`src/rtl/core/ffsa_ram.sv`:
```
// Generic single-write, single-read RAM with a registered read port.
// No dependencies.
module ffsa_ram #(
    parameter int P_WIDTH = 8,
    parameter int P_DEPTH = 64
) (
    input  logic                       i_clk,
    input  logic                       i_we,
    input  logic [$clog2(P_DEPTH)-1:0] i_waddr,
    input  logic [P_WIDTH-1:0]         i_wdata,
    input  logic [$clog2(P_DEPTH)-1:0] i_raddr,
    output logic [P_WIDTH-1:0]         o_rdata
);

    logic [P_WIDTH-1:0] r_mem [P_DEPTH];
    logic [P_WIDTH-1:0] r_rdata;

    // Write port and registered read port
    always_ff @(posedge i_clk) begin
        if (i_we) begin
            r_mem[i_waddr] <= i_wdata;
        end
        r_rdata <= r_mem[i_raddr];
    end

    assign o_rdata = r_rdata;

endmodule

```
`config.mk`:
```
export PLATFORM = sky130hd
export DESIGN_NAME = ffsa_ram
export DESIGN_NICKNAME = d
export VERILOG_FILES = /design/src/rtl/core/ffsa_ram.sv
export SDC_FILE = /design/constraint.sdc
export NUM_CORES = 1
export LEC_CHECK = 0
export ABC_AREA = 0
export BUFFER_PORTS_ARGS = -buffer_cell sky130_fd_sc_hd__buf_2
export CORE_MARGIN = 2
export CORE_UTILIZATION = 62
export CTS_BUF_LIST = sky130_fd_sc_hd__clkbuf_2
export CTS_CLUSTER_DIAMETER = 150
export CTS_CLUSTER_SIZE = 10
export DETAILED_ROUTE_END_ITERATION = 8
export PLACE_DENSITY = 0.79
export SYNTH_ARGS = -nofsm -noshare
export SYNTH_HDL_FRONTEND = slang
export SYNTH_SLANG_ARGS = --single-unit
```
`constraint.sdc`:
```
create_clock -name i_clk -period 2.45 [get_ports i_clk]
set_input_delay 0.245 -clock i_clk [delete_from_list [all_inputs] [get_ports i_clk]]
set_output_delay 0.245 -clock i_clk [all_outputs]
set_load 0.02 [all_outputs]
```
# ---- Word level (Yosys, flattened, before mapping)
# Memories as Yosys holds them, arrays and structs flattened. A register that Yosys moved wholly into a read port is not among the register bits.
# Cells that the tools add are included.
dict set report word_totals {
  regBits 0
  mem_bits_rw 512
  wordCells 3
  memories 1
}
dict set report classes {
  muxes 2
}
# name words word_bits rd rd_clocked_by_memory_dff wr line_no
set mem_list {}
lappend mem_list {r_mem 64 8 1 1 1 15} ;# logic [P_WIDTH-1:0] r_mem [P_DEPTH];
# cell n
set ops {}
lappend ops {{$mux W1} 2}

# ---- Depth between registers and ports, before layout
dict set report logic_depth {
  ltp_word 2
  mapped_depth 9
  mapped_depth_nobuf 5
}

# ---- Worst setup path after synthesis
# No wires, ideal clock.
dict set report synth_timing {
  kind {input to register}
  start {in i_raddr[1]}
  end {reg r_rdata[3] (netlist: o_rdata[3]) (read register of r_mem)}
  setup_ns 0.128
  arrival_ns 1.785
  slack_ns 0.537
  path_stages 7
  path_buffers 3
  cell_sequence {buf_4 -> buf_2 -> buf_2 -> mux4_2 -> mux4_2 -> o21ai_1 -> o41ai_1}
}
# element line_no
set synth_lines {}
lappend synth_lines {{from (decl)} 11} ;# input logic [$clog2(P_DEPTH)-1:0] i_raddr,
lappend synth_lines {{to (decl)} 16} ;# logic [P_WIDTH-1:0] r_rdata;

==> reports/qor.csv <==
stage,metric,value,unit
power,p_leak,7.28,nW
final_layout,area_delta_synth_final,11.1,%
logic_synthesis,ys_warn_count,0,
global_routing,gr-total-overflow,0,
global_routing,grt_pass1_wl,63900,um
timing,clock.fmax,414,MHz
timing,finalMaxSlewViolations,0,
timing,worst_pin_slew,0.835,ns
timing,slew_headroom,44.3,%
worst_hold_path,hp-class,primary input to flip-flop,
global_routing,antenna_found_initial,3,
clock_tree,clk_latency,0.98,ns
global_routing,grt_max_degree,65,
clock_tree,clockBufferDepth,3,
clock_tree,cts_resized,0,
power,comb_power_share,6.8,%
setup_path,cp_max_fo,1,
clock_tree,cts_tree,done,
run_status,status,"complete, no violations",
timing,rsz0062_at_grt,no,
route,drc,0,
logic_synthesis,synth_edf_count,512,
clock_tree,postCtsSetupBuffers,0,
clock_tree,cts-root-buf,clkbuf_2,
logic_synthesis,synthTopCellsByCount,"512 x edfxtp_1, 126 x mux4_2, 83 x nor2_1, 23 x mux2i_1, 19 x nand2_1",
final_layout,drive_gt1_share,33.6,%
setup_path,end_kind,flip-flop,
timing,setup_violations,0,
logic_synthesis,synth_cell_types,40,
setup_path,reg2reg_slack,0.03,ns
timing,fin_skew,0.0818,ns
logic_synthesis,synth_seq_area_share,77.0,%
final_layout,stdcell_area,22400,um2
route,vias,10106,
clock_tree,cts_sinks,520,
route,ant_nets,0,
logic_synthesis,synth_top_cell_by_area,edfxtp_1,
power,pwr-share-seq,67.2,%
logic_synthesis,synthCells,940,
die,dieArea,34000,um2
die,start_util,62.5,%
power,p_clk_share,26.0,%
power,intPower,11.4,mW
final_layout,layout.nets,1144,
timing,hold_viol,0,
logic_synthesis,syn_area,20200,um2
power,swShare,22.1,%
power,p_per_area,655,nW/um2
logic_synthesis,syn_nets,962,
setup_path,worst_ep_required_time,3.34,ns
die,fp.dieH,184,um
die,placeableCoreArea,32300,um2
power,max-vdd-ir-drop,0.360,mV
place,io_buffers,29,
logic_synthesis,synth_seq_cells,520,
setup_path,critical_path_class,flip-flop to flip-flop,
route,routed_wirelength,42500,um
logic_synthesis,synth_top_area_share,76.2,%
place,dpl_cell_area,21700,um2
clock_tree,holdBufCountCts,21,
die,io_pins,30,
place,place_congestion,0.842,
clock_tree,cts_made_buffers,57,
clock_tree,cts.clk_slew.worst_paths,0.20,ns
setup_path,crit_path_start_kind,flip-flop,
place,dp_hpwl,27400,um
logic_synthesis,async_reset_ff_share,0,%
die,die_x,184,um
global_routing,grt_pass1_vias,10177,
run,cap_violations,0,
timing,min_period_over_period,98.6,%
final_layout,nFillCells,1976,
logic_synthesis,synth.avg_cell_area,21.5,um2
global_routing,track_usage,26.2,%
logic_synthesis,yosysMostFrequentCell,edfxtp_1,
setup_path,arrival,3.30,ns
die,rows,66,
power,power_switching,3.25,mW
clock_tree,h-tree-depth,2,
logic_synthesis,yosys_most_used_dff,edfxtp_1,
route,dr.first_iter.drc_count,1204,
route,vias_per_cell,6.30,
route,wl_per_cell,26.5,um
timing,min_period,2.42,ns
route,drt_first_pass_iters,5,
logic_synthesis,synth_area_leaders,"edfxtp_1 76%, mux4_2 14%, nor2_1 1.5%",
timing,fin_setup_tns,0,ns
-- worst paths after layout --
check | to | cells past startpoint | start
worst min register to register | o_rdata[6] | 3 | r_mem[30][6]
worst max register to register | o_rdata[1] | 6 | r_mem[28][1]
worst max-delay path | o_rdata[1] | 6 | r_mem[28][1]
worst min-delay path | r_mem[50][5] | 2 | i_wdata[5]
-- sequential cells by signal (all words and copies together), names as in the netlist --
signal and flops:
o_rdata 8, r_mem 512
-- per-stage QoR --
stage | power, mW | hold WS, ns | std cells | worst slack, ns | util [%]
5_1_grt | 15.2 | 0.0621 | 1604 | 0.0253 | 69.4
3_3_place_gp | 11.0 | 0.498 | 1484 | 0.144 | 67.1
3_5_place_dp | 11.0 | 0.508 | 1484 | 0.124 | 67.1
2_1_floorplan | 10.6 | 0.344 | 940 | 0.537 | -
4_1_cts | 14.8 | 0.0182 | 1601 | 0.0830 | 69.4
6_report | 14.7 | 0.109 | 1604 | 0.0337 | 69.4
-- final cells by class --
type	count	area (um2)	area share [%]
Sequential cell	520	15500	69.3
Clock inverter	3	63.8	0.285
Tap cell	442	553	2.47
Antenna cell	3	7.51	0.0335
Clock buffer	93	465	2.08
Multi-Input combinational cell	369	4320	19.3
Timing Repair Buffer	174	1460	6.53
-- worst max-delay path, cell delays in order (launching register included) --
cell and delay [ns]:
edfxtp_1 0.41, mux4_2 0.47, mux2_2 0.28, o22ai_1 0.28, nand2_1 0.17, o2bb2ai_1 0.15
dlygate4sd3_1 0.58
-- power groups by stage --
stage	Clock, mW	Combinational [mW]	Sequential (mW)
2_1_floorplan	0	0.525	10.1
4_1_cts	3.90	1.00	9.87
3_5_place_dp	0	0.972	10.1
6_report	3.82	0.996	9.87
3_3_place_gp	0	0.944	10.1
5_1_grt	4.25	1.06	9.87
-- layer usage --
| metal | routed length [um] | up-vias | global-route usage [%] |
|---|---|---|---|
| met3 | 3270 | 91 | 4.47 |
| met1 | 17000 | 5248 | 37.8 |
| met2 | 21100 | 463 | 42.0 |
| li1 | - | 4304 | - |
| met4 | 1200 | 0 | 7.84 |
| met5 | 0 | - | 0 |
-- cell usage in the layout, fill, tap and decap left out, drive strengths merged, types with 4 or more instances in the layout --
master / count
edfxtp: 512
buf: 152
mux4: 126
clkbuf: 94
nor2: 83
mux2i: 23
dlygate4sd3: 21
nand2: 19
nor2b: 14
mux2: 13
nand3: 13
o221ai: 8
o22ai: 8
dfxtp: 8
nand2b: 7
nor3: 7
a221oi: 6
a211oi: 4
o21ai: 4
-- cell families after synthesis --
logic type             synth area share, %
AO/OA/AOI/OAI                         2.07
buffers and inverters                 1.57
flip-flops                            77.0
multiplexers                          15.9
AND/OR/NAND/NOR                       3.39
Note: power is estimated with default switching activity, not from simulation.
