**src/rtl/core/ffsa_pkg.sv**
```systemverilog
// Shared types and constants of the first-fit segment allocator.
// Used by the rounding unit and the top level; no dependencies.
package ffsa_pkg;

    localparam int MAX_SEGMENTS_DEF = 64;
    localparam int ALIGN_BYTES_DEF  = 8;

    localparam int OFF_W  = 20;
    localparam int SIZE_W = 21;
    localparam int REQ_W  = 21;
    localparam int N_W    = 22;
    localparam int ST_W   = 3;

    localparam logic [SIZE_W-1:0] POOL_LIMIT = SIZE_W'(1048576);
    localparam logic [SIZE_W-1:0] POOL_RESET = SIZE_W'(65536);

    // Result codes
    typedef enum logic [ST_W-1:0] {
        ST_OK       = 3'd0,
        ST_NOFIT    = 3'd1,
        ST_FULL     = 3'd2,
        ST_NOTALLOC = 3'd3,
        ST_ZERO     = 3'd4
    } t_status;

    // One table entry: segment offset and length
    typedef struct packed {
        logic [OFF_W-1:0]  off;
        logic [SIZE_W-1:0] bytes;
    } t_seg;

    localparam int SEG_W = OFF_W + SIZE_W;

endpackage

```
**src/rtl/core/ffsa_round.sv**
```systemverilog
// Rounds a request up to a multiple of the alignment with a reciprocal multiply
// in three register stages. Depends on ffsa_pkg.
module ffsa_round #(
    parameter int P_ALIGN = ffsa_pkg::ALIGN_BYTES_DEF
) (
    input  logic                      i_clk,
    input  logic                      i_rst_n,
    input  logic                      i_start,
    input  logic [ffsa_pkg::REQ_W-1:0] i_req,
    output logic                      o_done,
    output logic [ffsa_pkg::N_W-1:0]  o_n
);
    import ffsa_pkg::*;

    // floor(x / P_ALIGN) == (x * RECIP) >> SH for every x below 2**N_W, P_ALIGN up to 64
    localparam int SH = N_W + 6;
    localparam int MW = SH + 1;
    localparam int PW = N_W + MW;
    localparam logic [MW-1:0] RECIP =
        MW'(((64'd1 << SH) + 64'(P_ALIGN) - 64'd1) / 64'(P_ALIGN));
    localparam logic [N_W-1:0] PAD     = N_W'(P_ALIGN - 1);
    localparam logic [N_W-1:0] ALIGN_N = N_W'(P_ALIGN);

    logic           r_v1, r_v2, r_done;
    logic [N_W-1:0] r_x, r_q, r_n;
    logic [PW-1:0]  prod;

    assign prod = PW'(r_x) * PW'(RECIP);

    // Advance the request through pad, quotient and scale-back stages
    always_ff @(posedge i_clk) begin
        if (!i_rst_n) begin
            r_v1   <= 1'b0;
            r_v2   <= 1'b0;
            r_done <= 1'b0;
        end else begin
            r_v1   <= i_start;
            r_v2   <= r_v1;
            r_done <= r_v2;
        end
        if (i_start) begin
            r_x <= {1'b0, i_req} + PAD;
        end
        if (r_v1) begin
            r_q <= prod[SH +: N_W];
        end
        if (r_v2) begin
            r_n <= r_q * ALIGN_N;
        end
    end

    assign o_n    = r_n;
    assign o_done = r_done;

endmodule

```
**config.mk**
```make
export PLATFORM = sky130hd
export DESIGN_NAME = ffsa_round
export DESIGN_NICKNAME = d
export VERILOG_FILES = /design/src/rtl/core/ffsa_pkg.sv /design/src/rtl/core/ffsa_round.sv
export SDC_FILE = /design/constraint.sdc
export NUM_CORES = 1
export LEC_CHECK = 0
export BUFFER_PORTS_ARGS = -buffer_cell sky130_fd_sc_hd__buf_2
export CAP_MARGIN = 30
export CORE_MARGIN = 1
export CORE_UTILIZATION = 57
export DETAILED_ROUTE_END_ITERATION = 8
export PLACE_DENSITY_LB_ADDON = 0.15
export SLEW_MARGIN = 30
export SYNTH_ARGS = -nofsm -noshare
export SYNTH_HDL_FRONTEND = slang
export SYNTH_SLANG_ARGS = --single-unit
```
**constraint.sdc**
```tcl
create_clock -name i_clk -period 2.2 [get_ports i_clk]
set_clock_uncertainty 0.1 [all_clocks]
set_input_delay 0.11 -clock i_clk [delete_from_list [all_inputs] [get_ports i_clk]]
set_output_delay 0.11 -clock i_clk [all_outputs]
set_load 0.02 [all_outputs]
```
Word level (Yosys, flattened, before mapping). Index checks and enable logic that the tools add are counted.

Bits in registers: 63. Bits of input ports: 24. Output and inout bits: 23. Word-level logic and storage cells: 7.

$add $sub $neg: 1.

Operator list (number): adder 21 x 3 -> 22 bit (second input constant) (1).

Logic depth before layout (Yosys ltp).
Depth after elaboration: 1. Depth in mapped cells: 5.

Worst setup path after synthesis. OpenSTA, ideal clock, no wires.

Path type: input to register. Start: input port i_req[2] (netlist bit). End: register r_x[20] (data pin). Setup time: 258 ps. Arrival: 919 ps. Required time: 1842 ps. Path slack: 924 ps. Cell stages on the path: 5. Buffers on the path: 1. Path through: o311a_4 -> and3_1 -> buf_6 -> nand4_2 -> xnor2_1.

Word-level cells in the longest chain between the ends: 1.

RTL lines: start, declared (RTL line ffsa_round.sv:9) `input logic [ffsa_pkg::REQ_W-1:0] i_req,`; adder 21 x 3 -> 22 bit (RTL line ffsa_round.sv:42) `r_x <= {1'b0, i_req} + PAD;`; end signal, assigned (RTL line ffsa_round.sv:42); end, declared (RTL line ffsa_round.sv:25) `logic [N_W-1:0] r_x, r_q, r_n;`.

Every way passes these cells. A chain may end at the register's enable or synchronous reset.

Worst setup path after layout.
Start: register r_v1. End: register r_q[0] (enable).

RTL lines: start, declared (RTL line ffsa_round.sv:24) `logic r_v1, r_v2, r_done;`; start signal, assigned (RTL line ffsa_round.sv:37) `r_v1 <= i_start;`; end signal, assigned (RTL line ffsa_round.sv:45) `r_q <= prod[SH +: N_W];`; end, declared (RTL line ffsa_round.sv:25).

No word-level cell between the ends.

==> results.json <==
{
  "cts_sinks": 60,
  "die_w_microns": 63.66,
  "synthCells": 115,
  "status": "finished, final reports clean",
  "power_w": 0.002217,
  "fillers": 248,
  "hp-start": "i_req[9]",
  "cp-start-kind": "register",
  "post-route-drc-count": 0,
  "avgSynthCellArea_sq_um": 18.84,
  "yosysTopAreaCell": "edfxtp_1",
  "setup_tns_ns": 0,
  "dr.first_iter.drc_count": 23,
  "hold_viol": 0,
  "die_area_sq_um": 4053,
  "clock_latency_ns": 0.31,
  "place.gp.congestion": 0.6686,
  "dp.cells": 204,
  "max_slew_margin_pct": 50.80,
  "cp-end-kind": "register",
  "grt_max_degree": 21,
  "synth_area_leaders": "edfxtp_1, xnor2_1, dfxtp_1",
  "die_y_microns": 63.66,
  "routed_wl_microns": 2314,
  "grt_pass1_vias": 883,
  "core-area_sq_um": 3661,
  "cts_hold_buf": 1,
  "rows": 22,
  "io_pins": 47,
  "cp_max_fo": 20,
  "area_growth_pct": 19.46,
  "nNetsFinal": 192,
  "syn-cell-area_sq_um": 2167,
  "yosysSeqAreaShare_pct": 81.76,
  "cts-root-buf": "clkbuf_8",
  "hold_class": "in2reg",
  "drv_slew": 0,
  "required_ns": 2.03,
  "timing.rr.start": "r_v1$_SDFF_PN0_",
  "finish.utilization_pct": 70.71,
  "arrival_ns": 1.10,
  "synth_cell_types": 23,
  "clock_path_buffers": 2,
  "num_vias": 1045,
  "routedWlPerCell_microns": 10.47,
  "numCtsBuffers": 9,
  "gr-usage-all-layers_pct": 12.35,
  "power_density_nw_per_um2": 856.2,
  "hpwlAfterDp_microns": 1658,
  "cts-htree-levels": 3,
  "postRouteAntennaNets": 0,
  "timing.fmax_ghz": 0.7922,
  "diodes": 0,
  "leakagePower_nw": 0.9646,
  "critical_path_class": "reg2reg",
  "min_period_ns": 1.262,
  "synth_top_area_share_pct": 78.98,
  "grt_pass1_wl_microns": 3491,
  "cp-startpoint": "r_v1$_SDFF_PN0_",
  "synth-warning-count": 0,
  "timing.final.crit_share_pct": 57.38,
  "worst_pin_slew_ns": 0.7369,
  "finalSetupViolCount": 0,
  "grt_setup_unrepaired": "no",
  "ys_ff_latch": 60,
  "irDropWorstVdd_v": 0.0003612,
  "fin_cells": 221,
  "antenna_found_initial": 0,
  "clk_pin_slew_ns": 0.06,
  "drv_cap": 0,
  "cts_tree": "yes",
  "drive_gt1_share_pct": 35.84,
  "firstDrtPassIters": 4,
  "cts_setup_buffers": 0,
  "initial_core_util_pct": 59.19,
  "io_buffers": 43,
  "gr-total-overflow": 0,
  "viasPerCell": 4.729,
  "ctsResizeCount": 0
}
==> layout make-up <==
cell class                 count  area [sq um]  area share, %
tap                           48         60.06          2.320
inverter                       1         3.754         0.1450
sequential                    60          1772          68.44
multi-input combinational     52         365.4          14.11
timing repair buffer          44         225.2          8.700
clock buffer                  14         152.6          5.897
clock inverter                 2         10.01         0.3867
==> state kept, by name, summed over array words and instances (netlist names) <==
name and cells:
o_n 19, r_v2 1, r_v1 1, r_x 19, o_done 1, r_q 19
==> metal layers <==
| layer | vias up | global-route usage, % | wire, microns |
|---|---|---|---|
| li1 | 537 | - | - |
| met2 | 45 | 21.41 | 1147 |
| met5 | - | 0 | 0 |
| met3 | 4 | 4.891 | 147 |
| met1 | 459 | 11.38 | 971 |
| met4 | 0 | 9.375 | 47 |
==> through the flow <==
stage | hold WS (ns) | cell area [sq um] | setup slack (ns)
2_1_floorplan | 0.1225 | 2175 | 0.9239
3_3_place_gp | 0.2461 | 2416 | 0.7544
3_5_place_dp | 0.2509 | 2416 | 0.7067
4_1_cts | 0.001474 | 2589 | 0.9247
5_1_grt | 0.003256 | 2589 | 0.8590
6_report | 0.02080 | 2589 | 0.9377
==> cells in the mapped netlist, drive strengths merged <==
master and count:
and2 3, and3 2, and4 1, buf 4, conb 1, dfxtp 3
edfxtp 57, inv 1, nand2 7, nand3 5, nand4 4, nor2 4
nor3 2, o21ai 1, o311a 1, o31ai 1, or3 1, xnor2 12
xor2 5
==> layout by cell type, fill, tap and decap left out, drive strengths merged <==
cell type	instances
and3	2
inv	1
clkinv	2
buf	43
o31ai	1
clkbuf	14
or3	1
o21ai	1
dfxtp	3
conb	3
nand4	4
nand3	5
dlygate4sd3	1
nor2	4
xor2	5
edfxtp	57
o311a	1
nand2	7
and2	3
and4	1
nor3	2
xnor2	12
==> cells by family (layout without fill, tap and decap cells) <==
| group | after synthesis | after routing | synth area share (%) |
|---|---|---|---|
| compound gates | 3 | 3 | 1.559 |
| buf+inv | 5 | 61 | 1.732 |
| other cells | 1 | 3 | 0.1730 |
| xor+xnor | 17 | 17 | 6.871 |
| simple gates | 29 | 29 | 7.911 |
| flops | 60 | 60 | 81.76 |
==> path summary, 6_finish.rpt <==
path | end | slack (ns) | cells past startpoint
max reg2reg | r_q[0]$_DFFE_PP_ | 0.94 | 0
min | r_x[9]$_DFFE_PP_ | 0.02 | 2
min reg2reg | r_q[4]$_DFFE_PP_ | 0.31 | 0
max | r_q[0]$_DFFE_PP_ | 0.94 | 0
==> report_power, final <==
part | leakage [nW] | internal (W) | switching, W
combinational | 0.317 | 0.0000366 | 0.0000491
sequential | 0.563 | 0.00133 | 0.0000246
clock | 0.0844 | 0.000437 | 0.000339
Note: power is estimated with default switching activity, not from simulation.
